## config.mk

```make
export PLATFORM = sky130hd
export DESIGN_NAME = arp_cache_resolver
export DESIGN_NICKNAME = d
export VERILOG_FILES = /design/src/hdl/arpc_pkg.sv /design/src/hdl/arpc_ram.sv /design/src/hdl/arpc_ctrl.sv /design/src/hdl/arp_cache_resolver.sv
export SDC_FILE = /design/constraint.sdc
export NUM_CORES = 2
export LEC_CHECK = 0
export BUFFER_PORTS_ARGS = -buffer_cell sky130_fd_sc_hd__clkbuf_2
export CAP_MARGIN = 5
export CELL_PAD_IN_SITES_DETAIL_PLACEMENT = 1
export CELL_PAD_IN_SITES_GLOBAL_PLACEMENT = 1
export CORE_MARGIN = 2
export CORE_UTILIZATION = 40
export DETAILED_ROUTE_END_ITERATION = 7
export PLACE_DENSITY = 0.7
export SLEW_MARGIN = 20
export SYNTH_ARGS = -nofsm -noshare
export SYNTH_HDL_FRONTEND = slang
export SYNTH_SLANG_ARGS = --single-unit
```

## constraint.sdc

```tcl
create_clock -name i_clk -period 7.3 [get_ports i_clk]
set_input_delay 0.365 -clock i_clk [delete_from_list [all_inputs] [get_ports i_clk]]
set_output_delay 0.365 -clock i_clk [all_outputs]
set_load 0.05 [all_outputs]
```

## src/hdl/arpc_pkg.sv

```systemverilog
`timescale 1ns / 1ps

package arpc_pkg;

    // Table geometry
    localparam int ENTRIES = 16;
    localparam int IDX_W   = (ENTRIES > 1) ? $clog2(ENTRIES) : 1;

    localparam int IP_W       = 32;
    localparam int MAC_W      = 48;
    localparam int TIME_W     = 32;
    localparam int CFG_IDX_W  = 2;
    localparam int CFG_DATA_W = 32;

    // Operation codes
    localparam logic [1:0] OP_LEARN   = 2'd0;
    localparam logic [1:0] OP_RESOLVE = 2'd1;
    localparam logic [1:0] OP_TICK    = 2'd2;

    // Slot states
    localparam logic [1:0] SLOT_FREE       = 2'd0;
    localparam logic [1:0] SLOT_INCOMPLETE = 2'd1;
    localparam logic [1:0] SLOT_VALID      = 2'd2;

    // Result status codes
    localparam logic [2:0] RES_LEARNED      = 3'd0;
    localparam logic [2:0] RES_LEARN_FULL   = 3'd1;
    localparam logic [2:0] RES_UNSUPPORTED  = 3'd2;
    localparam logic [2:0] RES_HIT          = 3'd3;
    localparam logic [2:0] RES_NEW_REQUEST  = 3'd4;
    localparam logic [2:0] RES_RETRY        = 3'd5;
    localparam logic [2:0] RES_WAITING      = 3'd6;
    localparam logic [2:0] RES_RESOLVE_FULL = 3'd7;

    // Configuration register indexes
    localparam logic [CFG_IDX_W-1:0] CFG_OWN_IP      = 2'd0;
    localparam logic [CFG_IDX_W-1:0] CFG_OWN_ASSIGNED = 2'd1;
    localparam logic [CFG_IDX_W-1:0] CFG_RETRY_DELAY = 2'd2;

    localparam logic [31:0] RETRY_DELAY_RESET = 32'd100;

    // ARP header values that are supported
    localparam logic [15:0] HW_ETHERNET  = 16'h0001;
    localparam logic [15:0] PROTO_IPV4   = 16'h0800;
    localparam logic [7:0]  HW_LEN_ETH   = 8'd6;
    localparam logic [7:0]  PROTO_LEN_V4 = 8'd4;
    localparam logic [15:0] OPC_REQUEST  = 16'h0001;

    typedef struct packed {
        logic [1:0]       operation;
        logic [IP_W-1:0]  sender_ip;
        logic [MAC_W-1:0] sender_mac;
        logic [IP_W-1:0]  target_ip;
        logic [15:0]      hw_type;
        logic [15:0]      proto_type;
        logic [7:0]       hw_len;
        logic [7:0]       proto_len;
        logic [15:0]      arp_opcode;
    } t_in_item;

    typedef struct packed {
        logic [2:0]       status;
        logic [MAC_W-1:0] resolved_mac;
        logic             arp_reply;
    } t_out_item;

    typedef struct packed {
        logic [IP_W-1:0]   own_ip;
        logic              own_ip_assigned;
        logic [TIME_W-1:0] retry_delay;
        logic [TIME_W-1:0] tick_count;
    } t_cfg;

    typedef struct packed {
        logic [MAC_W-1:0]  mac;
        logic [TIME_W-1:0] req_time;
    } t_slot_data;

endpackage

```

## src/hdl/arpc_ram.sv

```systemverilog
`timescale 1ns / 1ps

// Simple dual-port RAM, one write and one registered read port.
module arpc_ram #(
    parameter int WIDTH = 32,
    parameter int DEPTH = 16
) (
    input  logic                                        i_clk,
    input  logic                                        i_we,
    input  logic [((DEPTH > 1) ? $clog2(DEPTH) : 1)-1:0] i_waddr,
    input  logic [WIDTH-1:0]                            i_wdata,
    input  logic [((DEPTH > 1) ? $clog2(DEPTH) : 1)-1:0] i_raddr,
    output logic [WIDTH-1:0]                            o_rdata
);

    logic [WIDTH-1:0] r_mem [DEPTH];
    logic [WIDTH-1:0] r_rdata;

    always_ff @(posedge i_clk) begin
        if (i_we) begin
            r_mem[i_waddr] <= i_wdata;
        end
        r_rdata <= r_mem[i_raddr];
    end

    assign o_rdata = r_rdata;

endmodule

```

## src/hdl/arpc_ctrl.sv

```systemverilog
`timescale 1ns / 1ps

// Table controller: scans the address RAM, then writes the chosen slot, or, for a
// resolve hit, reads its data and may write back a new request time.
module arpc_ctrl (
    input  logic               i_clk,
    input  logic               i_rst_n,
    input  logic               i_start,
    input  arpc_pkg::t_in_item i_item,
    input  arpc_pkg::t_cfg     i_cfg,
    output logic               o_idle,
    output logic               o_res_valid,
    output arpc_pkg::t_out_item o_res,
    input  logic               i_res_take
);

    localparam logic [arpc_pkg::IDX_W-1:0] LAST_IDX =
        arpc_pkg::IDX_W'(arpc_pkg::ENTRIES - 1);

    typedef enum logic [2:0] {
        S_IDLE,
        S_SCAN,
        S_DECIDE,
        S_READ,
        S_DONE
    } t_state;

    t_state r_state;

    logic [1:0] r_slot_st [arpc_pkg::ENTRIES];

    logic                          r_is_learn;
    logic                          r_reply;
    logic [arpc_pkg::IP_W-1:0]     r_sip;
    logic [arpc_pkg::MAC_W-1:0]    r_smac;

    logic [arpc_pkg::IDX_W-1:0]    r_issue_idx;
    logic                          r_issue_done;
    logic                          r_cmp_v;
    logic [arpc_pkg::IDX_W-1:0]    r_cmp_idx;
    logic [1:0]                    r_cmp_st;

    logic                          r_hit_found;
    logic [arpc_pkg::IDX_W-1:0]    r_hit_idx;
    logic [1:0]                    r_hit_st;
    logic                          r_free_found;
    logic [arpc_pkg::IDX_W-1:0]    r_free_idx;

    arpc_pkg::t_out_item           r_res;

    logic                          ip_we;
    logic [arpc_pkg::IDX_W-1:0]    ip_waddr;
    logic [arpc_pkg::IP_W-1:0]     ip_rdata;
    logic                          dat_we;
    logic [arpc_pkg::IDX_W-1:0]    dat_waddr;
    arpc_pkg::t_slot_data          dat_wdata;
    arpc_pkg::t_slot_data          dat_rdata;

    logic                          header_ok;
    logic                          reply_req;
    logic [arpc_pkg::IDX_W-1:0]    target_idx;
    logic [arpc_pkg::TIME_W-1:0]   elapsed;
    logic                          retry_due;

    assign header_ok = (i_item.hw_type == arpc_pkg::HW_ETHERNET)
                    && (i_item.proto_type == arpc_pkg::PROTO_IPV4)
                    && (i_item.hw_len == arpc_pkg::HW_LEN_ETH)
                    && (i_item.proto_len == arpc_pkg::PROTO_LEN_V4);

    assign reply_req = (i_item.target_ip == i_cfg.own_ip) && i_cfg.own_ip_assigned
                    && (i_item.arp_opcode == arpc_pkg::OPC_REQUEST);

    assign target_idx = r_hit_found ? r_hit_idx : r_free_idx;
    assign elapsed    = i_cfg.tick_count - dat_rdata.req_time;
    assign retry_due  = (elapsed >= i_cfg.retry_delay);

    always_comb begin
        ip_we     = 1'b0;
        ip_waddr  = target_idx;
        dat_we    = 1'b0;
        dat_waddr = target_idx;
        dat_wdata = '{mac: r_smac, req_time: '0};
        case (r_state)
            S_DECIDE: begin
                if (r_is_learn) begin
                    ip_we  = r_hit_found || r_free_found;
                    dat_we = r_hit_found || r_free_found;
                end else if (!r_hit_found && r_free_found) begin
                    ip_we     = 1'b1;
                    dat_we    = 1'b1;
                    dat_wdata = '{mac: '0, req_time: i_cfg.tick_count};
                end
            end
            S_READ: begin
                dat_waddr = r_hit_idx;
                dat_wdata = '{mac: dat_rdata.mac, req_time: i_cfg.tick_count};
                dat_we    = (r_hit_st != arpc_pkg::SLOT_VALID) && retry_due;
            end
            default: begin
            end
        endcase
    end

    arpc_ram #(
        .WIDTH(arpc_pkg::IP_W),
        .DEPTH(arpc_pkg::ENTRIES)
    ) u_ip_ram (
        .i_clk  (i_clk),
        .i_we   (ip_we),
        .i_waddr(ip_waddr),
        .i_wdata(r_sip),
        .i_raddr(r_issue_idx),
        .o_rdata(ip_rdata)
    );

    arpc_ram #(
        .WIDTH($bits(arpc_pkg::t_slot_data)),
        .DEPTH(arpc_pkg::ENTRIES)
    ) u_data_ram (
        .i_clk  (i_clk),
        .i_we   (dat_we),
        .i_waddr(dat_waddr),
        .i_wdata(dat_wdata),
        .i_raddr(r_hit_idx),
        .o_rdata(dat_rdata)
    );

    always_ff @(posedge i_clk) begin
        if (!i_rst_n) begin
            r_state <= S_IDLE;
            r_cmp_v <= 1'b0;
            for (int i = 0; i < arpc_pkg::ENTRIES; i++) begin
                r_slot_st[i] <= arpc_pkg::SLOT_FREE;
            end
        end else begin
            case (r_state)
                S_IDLE: begin
                    if (i_start) begin
                        r_is_learn   <= (i_item.operation == arpc_pkg::OP_LEARN);
                        r_reply      <= reply_req;
                        r_sip        <= i_item.sender_ip;
                        r_smac       <= i_item.sender_mac;
                        r_issue_idx  <= '0;
                        r_issue_done <= 1'b0;
                        r_cmp_v      <= 1'b0;
                        r_hit_found  <= 1'b0;
                        r_free_found <= 1'b0;
                        if ((i_item.operation == arpc_pkg::OP_LEARN) && !header_ok) begin
                            r_res   <= '{status: arpc_pkg::RES_UNSUPPORTED,
                                         resolved_mac: '0, arp_reply: 1'b0};
                            r_state <= S_DONE;
                        end else begin
                            r_state <= S_SCAN;
                        end
                    end
                end
                S_SCAN: begin
                    // Issue stage: one slot address per cycle.
                    if (!r_issue_done) begin
                        r_cmp_v   <= 1'b1;
                        r_cmp_idx <= r_issue_idx;
                        r_cmp_st  <= r_slot_st[r_issue_idx];
                        if (r_issue_idx == LAST_IDX) begin
                            r_issue_done <= 1'b1;
                        end else begin
                            r_issue_idx <= r_issue_idx + arpc_pkg::IDX_W'(1);
                        end
                    end else begin
                        r_cmp_v <= 1'b0;
                    end
                    // Compare stage: the RAM data for r_cmp_idx is now present.
                    if (r_cmp_v) begin
                        if (r_cmp_st == arpc_pkg::SLOT_FREE) begin
                            if (!r_free_found) begin
                                r_free_found <= 1'b1;
                                r_free_idx   <= r_cmp_idx;
                            end
                        end else if (!r_hit_found && (ip_rdata == r_sip)) begin
                            r_hit_found <= 1'b1;
                            r_hit_idx   <= r_cmp_idx;
                            r_hit_st    <= r_cmp_st;
                        end
                        if (r_cmp_idx == LAST_IDX) begin
                            r_state <= S_DECIDE;
                        end
                    end
                end
                S_DECIDE: begin
                    r_cmp_v <= 1'b0;
                    if (r_is_learn) begin
                        if (r_hit_found || r_free_found) begin
                            r_slot_st[target_idx] <= arpc_pkg::SLOT_VALID;
                            r_res.status <= arpc_pkg::RES_LEARNED;
                        end else begin
                            r_res.status <= arpc_pkg::RES_LEARN_FULL;
                        end
                        r_res.resolved_mac <= '0;
                        r_res.arp_reply    <= r_reply;
                        r_state            <= S_DONE;
                    end else if (r_hit_found) begin
                        r_state <= S_READ;
                    end else begin
                        if (r_free_found) begin
                            r_slot_st[r_free_idx] <= arpc_pkg::SLOT_INCOMPLETE;
                            r_res.status <= arpc_pkg::RES_NEW_REQUEST;
                        end else begin
                            r_res.status <= arpc_pkg::RES_RESOLVE_FULL;
                        end
                        r_res.resolved_mac <= '0;
                        r_res.arp_reply    <= 1'b0;
                        r_state            <= S_DONE;
                    end
                end
                S_READ: begin
                    r_res.arp_reply <= 1'b0;
                    if (r_hit_st == arpc_pkg::SLOT_VALID) begin
                        r_res.status       <= arpc_pkg::RES_HIT;
                        r_res.resolved_mac <= dat_rdata.mac;
                    end else begin
                        r_res.status <= retry_due ? arpc_pkg::RES_RETRY
                                                  : arpc_pkg::RES_WAITING;
                        r_res.resolved_mac <= '0;
                    end
                    r_state <= S_DONE;
                end
                S_DONE: begin
                    if (i_res_take) begin
                        r_state <= S_IDLE;
                    end
                end
                default: begin
                    r_state <= S_IDLE;
                end
            endcase
        end
    end

    assign o_idle      = (r_state == S_IDLE);
    assign o_res_valid = (r_state == S_DONE);
    assign o_res       = r_res;

endmodule

```

## src/hdl/arp_cache_resolver.sv

```systemverilog
`timescale 1ns / 1ps
// Timing: a learn or resolve result waits on the scan of all ENTRIES slots; a resolve hit adds
// a data RAM read, and an unsupported header skips the scan. A new transaction, a tick
// included, is accepted only while the controller is idle, that is once it has handed its
// last result to the output register.
// Reset (synchronous, active low) marks every slot free at once, zeroes the tick counter
// and restores the configuration defaults; slot contents in RAM are left as they are.

// ARP cache and resolver for Ethernet/IPv4.
//
// The table state is held in two synchronous RAMs: one with the IPv4 address of
// each slot, one with the MAC and the tick of the last request. The slot states
// (free, incomplete, valid) are kept in flip-flops so that reset can free the
// whole table at once; the RAM words of a free slot are never looked at, so they
// need no clearing.
//
// A learn or resolve transaction walks the address RAM one slot per cycle. The
// lowest non-free slot with the same address is the hit, and the lowest free
// slot is remembered as the place for a new entry. The controller then writes
// the chosen slot, or, for a resolve hit, reads the MAC and request time and
// decides between a hit, a retry and waiting. Only one transaction is inside
// the controller at a time, so no two accesses to a slot can overlap.
//
// Finished results go to an output register, so the controller can take the
// next transaction while an earlier result still waits to be collected.
module arp_cache_resolver (
    input  logic                               i_clk,
    input  logic                               i_rst_n,

    input  logic                               i_in_valid,
    output logic                               o_in_ready,
    input  arpc_pkg::t_in_item                 i_in_data,

    output logic                               o_out_valid,
    input  logic                               i_out_ready,
    output arpc_pkg::t_out_item                o_out_data,

    input  logic                               i_cfg_we,
    input  logic [arpc_pkg::CFG_IDX_W-1:0]     i_cfg_index,
    input  logic [arpc_pkg::CFG_DATA_W-1:0]    i_cfg_wdata
);

    // Configuration registers and the tick counter, which counts accepted tick transactions.
    logic [arpc_pkg::IP_W-1:0]   r_own_ip;
    logic                        r_own_assigned;
    logic [arpc_pkg::TIME_W-1:0] r_retry_delay;
    logic [arpc_pkg::TIME_W-1:0] r_tick;

    // Output register.
    logic                        r_out_valid;
    arpc_pkg::t_out_item         r_out_data;

    logic                        ctrl_idle;
    logic                        ctrl_res_valid;
    arpc_pkg::t_out_item         ctrl_res;
    logic                        res_take;
    logic                        in_accept;
    logic                        start;
    arpc_pkg::t_cfg              cfg;

    assign in_accept = i_in_valid && o_in_ready;

    // Only learn and resolve transactions involve the table; a tick is handled
    // here and the unused operation code is simply consumed.
    assign start = in_accept && ((i_in_data.operation == arpc_pkg::OP_LEARN)
                              || (i_in_data.operation == arpc_pkg::OP_RESOLVE));

    // The controller's result moves across when the output register is empty
    // or is being emptied in this same cycle.
    assign res_take = ctrl_res_valid && (!r_out_valid || i_out_ready);

    assign cfg = '{own_ip: r_own_ip, own_ip_assigned: r_own_assigned,
                   retry_delay: r_retry_delay, tick_count: r_tick};

    always_ff @(posedge i_clk) begin
        if (!i_rst_n) begin
            r_own_ip       <= '0;
            r_own_assigned <= 1'b0;
            r_retry_delay  <= arpc_pkg::RETRY_DELAY_RESET;
            r_tick         <= '0;
            r_out_valid    <= 1'b0;
        end else begin
            if (i_cfg_we) begin
                case (i_cfg_index)
                    arpc_pkg::CFG_OWN_IP:       r_own_ip       <= i_cfg_wdata;
                    arpc_pkg::CFG_OWN_ASSIGNED: r_own_assigned <= i_cfg_wdata[0];
                    arpc_pkg::CFG_RETRY_DELAY:  r_retry_delay  <= i_cfg_wdata;
                    default: begin
                    end
                endcase
            end

            if (in_accept && (i_in_data.operation == arpc_pkg::OP_TICK)) begin
                r_tick <= r_tick + arpc_pkg::TIME_W'(1);
            end

            if (res_take) begin
                r_out_valid <= 1'b1;
                r_out_data  <= ctrl_res;
            end else if (i_out_ready) begin
                r_out_valid <= 1'b0;
            end
        end
    end

    arpc_ctrl u_ctrl (
        .i_clk      (i_clk),
        .i_rst_n    (i_rst_n),
        .i_start    (start),
        .i_item     (i_in_data),
        .i_cfg      (cfg),
        .o_idle     (ctrl_idle),
        .o_res_valid(ctrl_res_valid),
        .o_res      (ctrl_res),
        .i_res_take (res_take)
    );

    assign o_in_ready  = ctrl_idle;
    assign o_out_valid = r_out_valid;
    assign o_out_data  = r_out_data;

endmodule

```

# After elaboration in Yosys (flattened, before gate mapping)
# Memories as Yosys holds them, arrays and structs flattened. A register that Yosys moved wholly into a read port is not among the register bits.
# Index checks and enable logic that the tools add are counted.
# word_totals
reg_bits	309
ram_bits	1824
inputBits	217
output_inout_bits	54
wordCells	176
n_memories	3
# mem_list
name	depth	word_bits	read_ports	rd_ports_with_merged_regs	write_ports	line_no	text
u_ctrl.u_data_ram.r_mem	16	80	1	1	1	arpc_ram.sv:16	logic [WIDTH-1:0] r_mem [DEPTH];
u_ctrl.u_ip_ram.r_mem	16	32	1	1	1	arpc_ram.sv:16	
u_ctrl.r_slot_st	16	2	1	1	16	arpc_ctrl.sv:30	logic [1:0] r_slot_st [arpc_pkg::ENTRIES];
# classes
addsub	3
n_lt_le_gt_ge	1
n_eq_ne	30
muxes	67
bitwise_logic	3
n_reduce_logical	44
# op_table
cell	n
$mux 52	4
$mux 80	2
$pmux 80 s2	1
$pmux 52 s3	1
$eq 32x32->1	2
$mux 51	1
$mux 1	33
$add 32x1->32 const B	1
$eq 16x1->1 const B	2
$ge 32x32->1	1
$sub 32x32->32	1
$mux 4	7
$reduce_and 5->1	5
$mux 3	7
$eq 16x12->1 const B	1
$eq 8x3->1 const B	2
$pmux 3 s5	1
$ne 2x1->1 const B	7
$logic_and 1x1->1	13
$reduce_and 2->1	5
$reduce_and 3->1	3
$eq 4x4->1 const B	2
$mux 2	4
$ne 2x2->1 const B	4
other kinds (20)	38

# Depth between registers and ports, before layout
# depth
word_depth	9
mapped_depth	19
depth_no_buf	19

# Modules after synthesis
# A second synthesis with hierarchy kept.
# hier_totals
cells_unflattened	4444
hier_area_um2	86025.0
# by_module_without_submodules
mod	n_inst	cells_per_inst	area_each_um2	seq_area_each_um2
arpc_ram (u_ctrl.u_data_ram)	1	2054	49422.4	40038.4
arpc_ram (u_ctrl.u_ip_ram)	1	838	19835.3	16015.4
arpc_ctrl	1	1025	11377.2	5755.5
arp_cache_resolver	1	527	5390.2	3523.4

# Least setup slack after synthesis
# No wires, ideal clock.
# synth_path
path_type	register to register
start	register r_tick[0] (netlist name)
end	memory u_ctrl.u_data_ram.r_mem[0][0] (netlist name) (enable)
setup_time_ns	0.519
arrival_time_ns	6.772
t_required_ns	6.781
slack_ns	0.009
path_stages_with_launch	20
n_path_buf	0
period_less_slack_ns	7.291
cell_sequence	dfxtp_1 > inv_1 > ha_1 > inv_1 > fa_1 > a21oi_1 > o211a_1 > o2bb2ai_1 > nand4_1 > o21ai_0 > a31oi_1 > xnor2_1 > ha_1 > and3_1 > nand4_1 > nor3_1 > nand3_1 > a31oi_1 > o21ai_0 > nor2_1
# synth_between
elab_chain_len	6
# synth_lines
item	line_no	text
from (decl)	arp_cache_resolver.sv:47	logic [arpc_pkg::TIME_W-1:0] r_tick;
from (signal assigned)	arp_cache_resolver.sv:94	r_tick <= r_tick + arpc_pkg::TIME_W'(1);
$sub 32x32->32	arpc_ctrl.sv:74	assign elapsed = i_cfg.tick_count - dat_rdata.req_time;
$ge 32x32->1	arpc_ctrl.sv:75	assign retry_due = (elapsed >= i_cfg.retry_delay);
$logic_and 1x1->1	arpc_ctrl.sv:97	dat_we = (r_hit_st != arpc_pkg::SLOT_VALID) && retry_due;
$pmux 1 s2	arpc_ctrl.sv:83	case (r_state)
$mux 1	arpc_ram.sv:20	if (i_we) begin
$mux 1 (not written as such)	arpc_ram.sv:21	r_mem[i_waddr] <= i_wdata;
to (decl)	arpc_ram.sv:16	
# No other way between the ends.

# Worst setup path in the final report
# layout_path
start	register r_tick[0] (netlist name)
end	memory u_ctrl.u_data_ram.r_mem[4][25] (netlist name) (enable)
# The elaborated chain is that of the path after synthesis.

==> out/metrics.yaml <==
status:
  status: "complete, no violations"
clocking:
  cts_made_buffers: 215
  post_cts_resized: 0
  clockBufferDepth: 3
  cts_sinks: 2247
  cts_tree: "yes"
  clk_latency_ns: 0.85
  clkTransAtPathRegs_ns: 0.06
  cts-root-buf: "clkbuf_16"
  htreeDepth: 4
logic_synthesis:
  yosysWarnings: 0
  synth_area_per_cell_um2: 20.8
  ys_async_sr_fraction_pct: 0
  synthesis.nets: 4432
  seq_area_frac_synth_pct: 75.9
  synth_enable_flop_cells: 2033
  synth.distinct_cells: 66
  syn_area_um2: 86100
  netlist_instances: 4149
  synth_flop_cell: "edfxtp_1"
  ys_seq_elements: 2247
floorplan:
  die_h_um: 468
  chipWidth_um: 468
  die-area_um2: 219000
  initial_core_util_pct: 40.2
  rows: 170
  coreArea_um2: 214000
  io_pins: 271
detailed_routing:
  met3_length_mm: 15.0
  drt_iter0_drc: 4329
  highest_layer: "met5"
  viasPerCell: 5.54
  totalWireLength_mm: 211
  dr.pass1.iters: 5
  drc: 0
  vias: 42600
  wire_per_inst_um: 27.5
  antenna_left: 0
  met1_length_mm: 91.3
  met2_length_mm: 101
place:
  placed_area_um2: 91600
  dp_hpwl_mm: 121
  placed_cells: 7163
  gp_congestion: 0.831
  port_buffers: 270
sta:
  skew_ns: 0.0494
  period_needed_ns: 6.17
  tns_ns: 0
  grt_setup_unrepaired: "false"
  slew_viol_final: 0
  slew_headroom_pct: 23.4
  report.final.setup_viol: 0
  fmax_ghz: 0.162
  hold_slack_ns: 0.0633
  finalHoldViolCount: 0
  min_period_over_period_pct: 84.5
  worstMarginPinSlew_ns: 1.14
global_route:
  antenna_found_initial: 22
  grt_pass1_vias: 45200
  grt_pass1_wl_mm: 310
  grt_usage_pct: 19.3
  grt_max_degree: 158
  grt_overflow: 0
layout:
  drive_above_1_share_pct: 27.2
  fin_nets: 4942
  mostFrequentLayoutCells: "edfxtp_1 (2033), mux4_2 (570), clkbuf_2 (269)"
  layout.cells.non_filler: 7686
  layout_commonest_cell: "edfxtp_1"
  syn_to_final_growth_pct: 15.9
  design_area_um2: 99800
  seq_area_um2: 65300
  fillers: 19700
  multi_input_area_um2: 20100
power_and_ir_drop:
  pwr-share-seq_pct: 54.4
  power.share.switching_pct: 20.7
  combPwrFrac_pct: 3.5
  power_density_nw_per_um2: 261
  internal_power_w: 0.0207
  p_clk_share_pct: 42.1
  leakage_nw: 32.4
  finalPower_w: 0.0261
  p_sw_w: 0.00540
  irDropWorstVdd_uv: 254
worst_setup_path:
  start_kind: "register"
  r2r_cells: 21
  r2r_start: "r_tick[0]"
  crit_required_ns: 7.79
  rr_endpoint: "u_ctrl.u_data_ram.r_mem[4][25]"
  cp_max_fo: 21
  arrival_ns: 6.66
  critical_path_class: "register to register"
  r2r_setup_slack_ns: 1.13
  crit_path_end_kind: "register"
worst_hold_path:
  hold_path_end: "u_ctrl.r_reply"
  min_path_type: "input pin to register"
  whs_path_depth: 4
  min_from: "i_in_data[5]"
run:
  cap_viol_max_count: 0
## critical path: stages, from the launching register on
cell       delay (ns)
dfxtp_1          0.37
inv_1            0.11
ha_1             0.23
inv_1            0.07
fa_1             0.23
a21oi_1          0.09
o211a_1          0.28
o2bb2ai_1        0.31
nand4_1          0.22
o21ai_0          0.49
a31oi_1          0.19
xnor2_1          0.16
ha_1             0.29
and3_1           0.18
nand4_1          0.13
nor3_1           0.27
nand3_1          0.10
a31oi_1          0.52
o21ai_0          0.30
buf_4            0.29
nor2_4           0.54
buf_4            0.44
## power by group through the flow
stage	registers (W)	logic, W	clock network [W]
after floorplan	0.0144	0.000526	0
after global placement	0.0145	0.000841	0
after detailed placement	0.0145	0.000859	0
after CTS	0.0142	0.000915	0.0112
after global routing	0.0142	0.000977	0.0117
final	0.0142	0.000902	0.0110
## cell families after synthesis
group                    after synthesis  synth area share [%]
adder cells (fa/ha/maj)               66                 0.968
AO/OA/AOI/OAI                        265                  2.20
flip-flops                          2247                  75.9
AND/OR/NAND/NOR                      606                  3.55
multiplexers                         574                  15.0
XOR/XNOR                             121                  1.23
buffers and inverters                270                  1.24
## synth_stat cells (all sizes together), types with 4 or more instances
cell type     n  area share [%]
nor3         20            0.14
mux2i         4           0.046
o31a          5           0.051
o31ai         4           0.035
nand2       192            0.84
xor2         77            0.78
or3           6           0.044
nand2b       19            0.14
nor2        121            0.53
dfxtp       214             5.0
nand4        23            0.20
buf          61            0.33
ha           65            0.94
a21o         19            0.17
o21ai        26            0.15
a21boi       66            0.58
edfxtp     2033              71
or4           4           0.039
o21a          7           0.061
and2         77            0.56
nor4         26            0.19
a21oi        45            0.26
clkbuf      129            0.56
nand3        33            0.19
nor2b        41            0.30
inv          80            0.35
a22o         49            0.50
and3         20            0.15
and4          5           0.054
o211ai        9           0.078
a31oi        10           0.073
mux4        570              15
xnor2        44            0.45
nor4b         6           0.061
a211oi        5           0.044
## routing by layer
metal  GRT usage (%)  vias up
met5               0        -
met4            4.41        8
met3            3.70      282
met2            30.7     1659
met1            27.7    22700
li1                -    17900
## worst max-delay path by stage
stage | startpoint | cells past startpoint | endpoint
2_1_floorplan | r_tick[0] | 19 | u_ctrl.u_data_ram.r_mem[0][0]
3_3_place_gp | r_tick[0] | 21 | u_ctrl.u_data_ram.r_mem[4][48]
3_5_place_dp | r_tick[0] | 21 | u_ctrl.u_data_ram.r_mem[4][34]
4_1_cts | r_tick[0] | 21 | u_ctrl.u_data_ram.r_mem[4][25]
5_1_grt | r_tick[0] | 21 | u_ctrl.u_data_ram.r_mem[4][25]
6_report | r_tick[0] | 21 | u_ctrl.u_data_ram.r_mem[4][25]
## per-stage QoR
step	setup WS, ns	utilization (%)
6_report	1.13	46.5
3_5_place_dp	1.09	42.7
4_1_cts	1.07	46.5
5_1_grt	0.764	46.5
3_3_place_gp	1.22	42.7
2_1_floorplan	0.00878	-
## registers in the layout (all words and copies together), names as in the netlist, 3 cells and up
name and flops:
r_retry_delay 32, u_ctrl.r_cmp_idx 4, u_ctrl.r_state 3, r_tick 32, u_ctrl.u_ip_ram.o_rdata 32, u_ctrl.r_issue_idx 4
u_ctrl.o_res 52, u_ctrl.u_data_ram.o_rdata 80, u_ctrl.r_slot_st 32, u_ctrl.u_data_ram.r_mem 1280, u_ctrl.u_ip_ram.r_mem 512, u_ctrl.r_free_idx 4
r_own_ip 32, u_ctrl.r_smac 48, o_out_data 52, u_ctrl.r_sip 32, u_ctrl.r_hit_idx 4
## repair_timing
action | 4_1_cts | 5_1_grt
endpoints found under the hold margin | 148 | 0
setup buffers | 0 | 0
hold buffers | 116 | 0
## area by class of cell
class / count / share of cell area [%]
Clock inverter: 108 / 1.04
Tap cell: 2838 / 3.56
Timing Repair Buffer: 483 / 3.58
Sequential cell: 2247 / 65.5
Antenna cell: 2 / 0.00502
Multi-Input combinational cell: 1632 / 20.1
Clock buffer: 296 / 5.93
Inverter: 80 / 0.301
(Power assumes the default switching activity.)
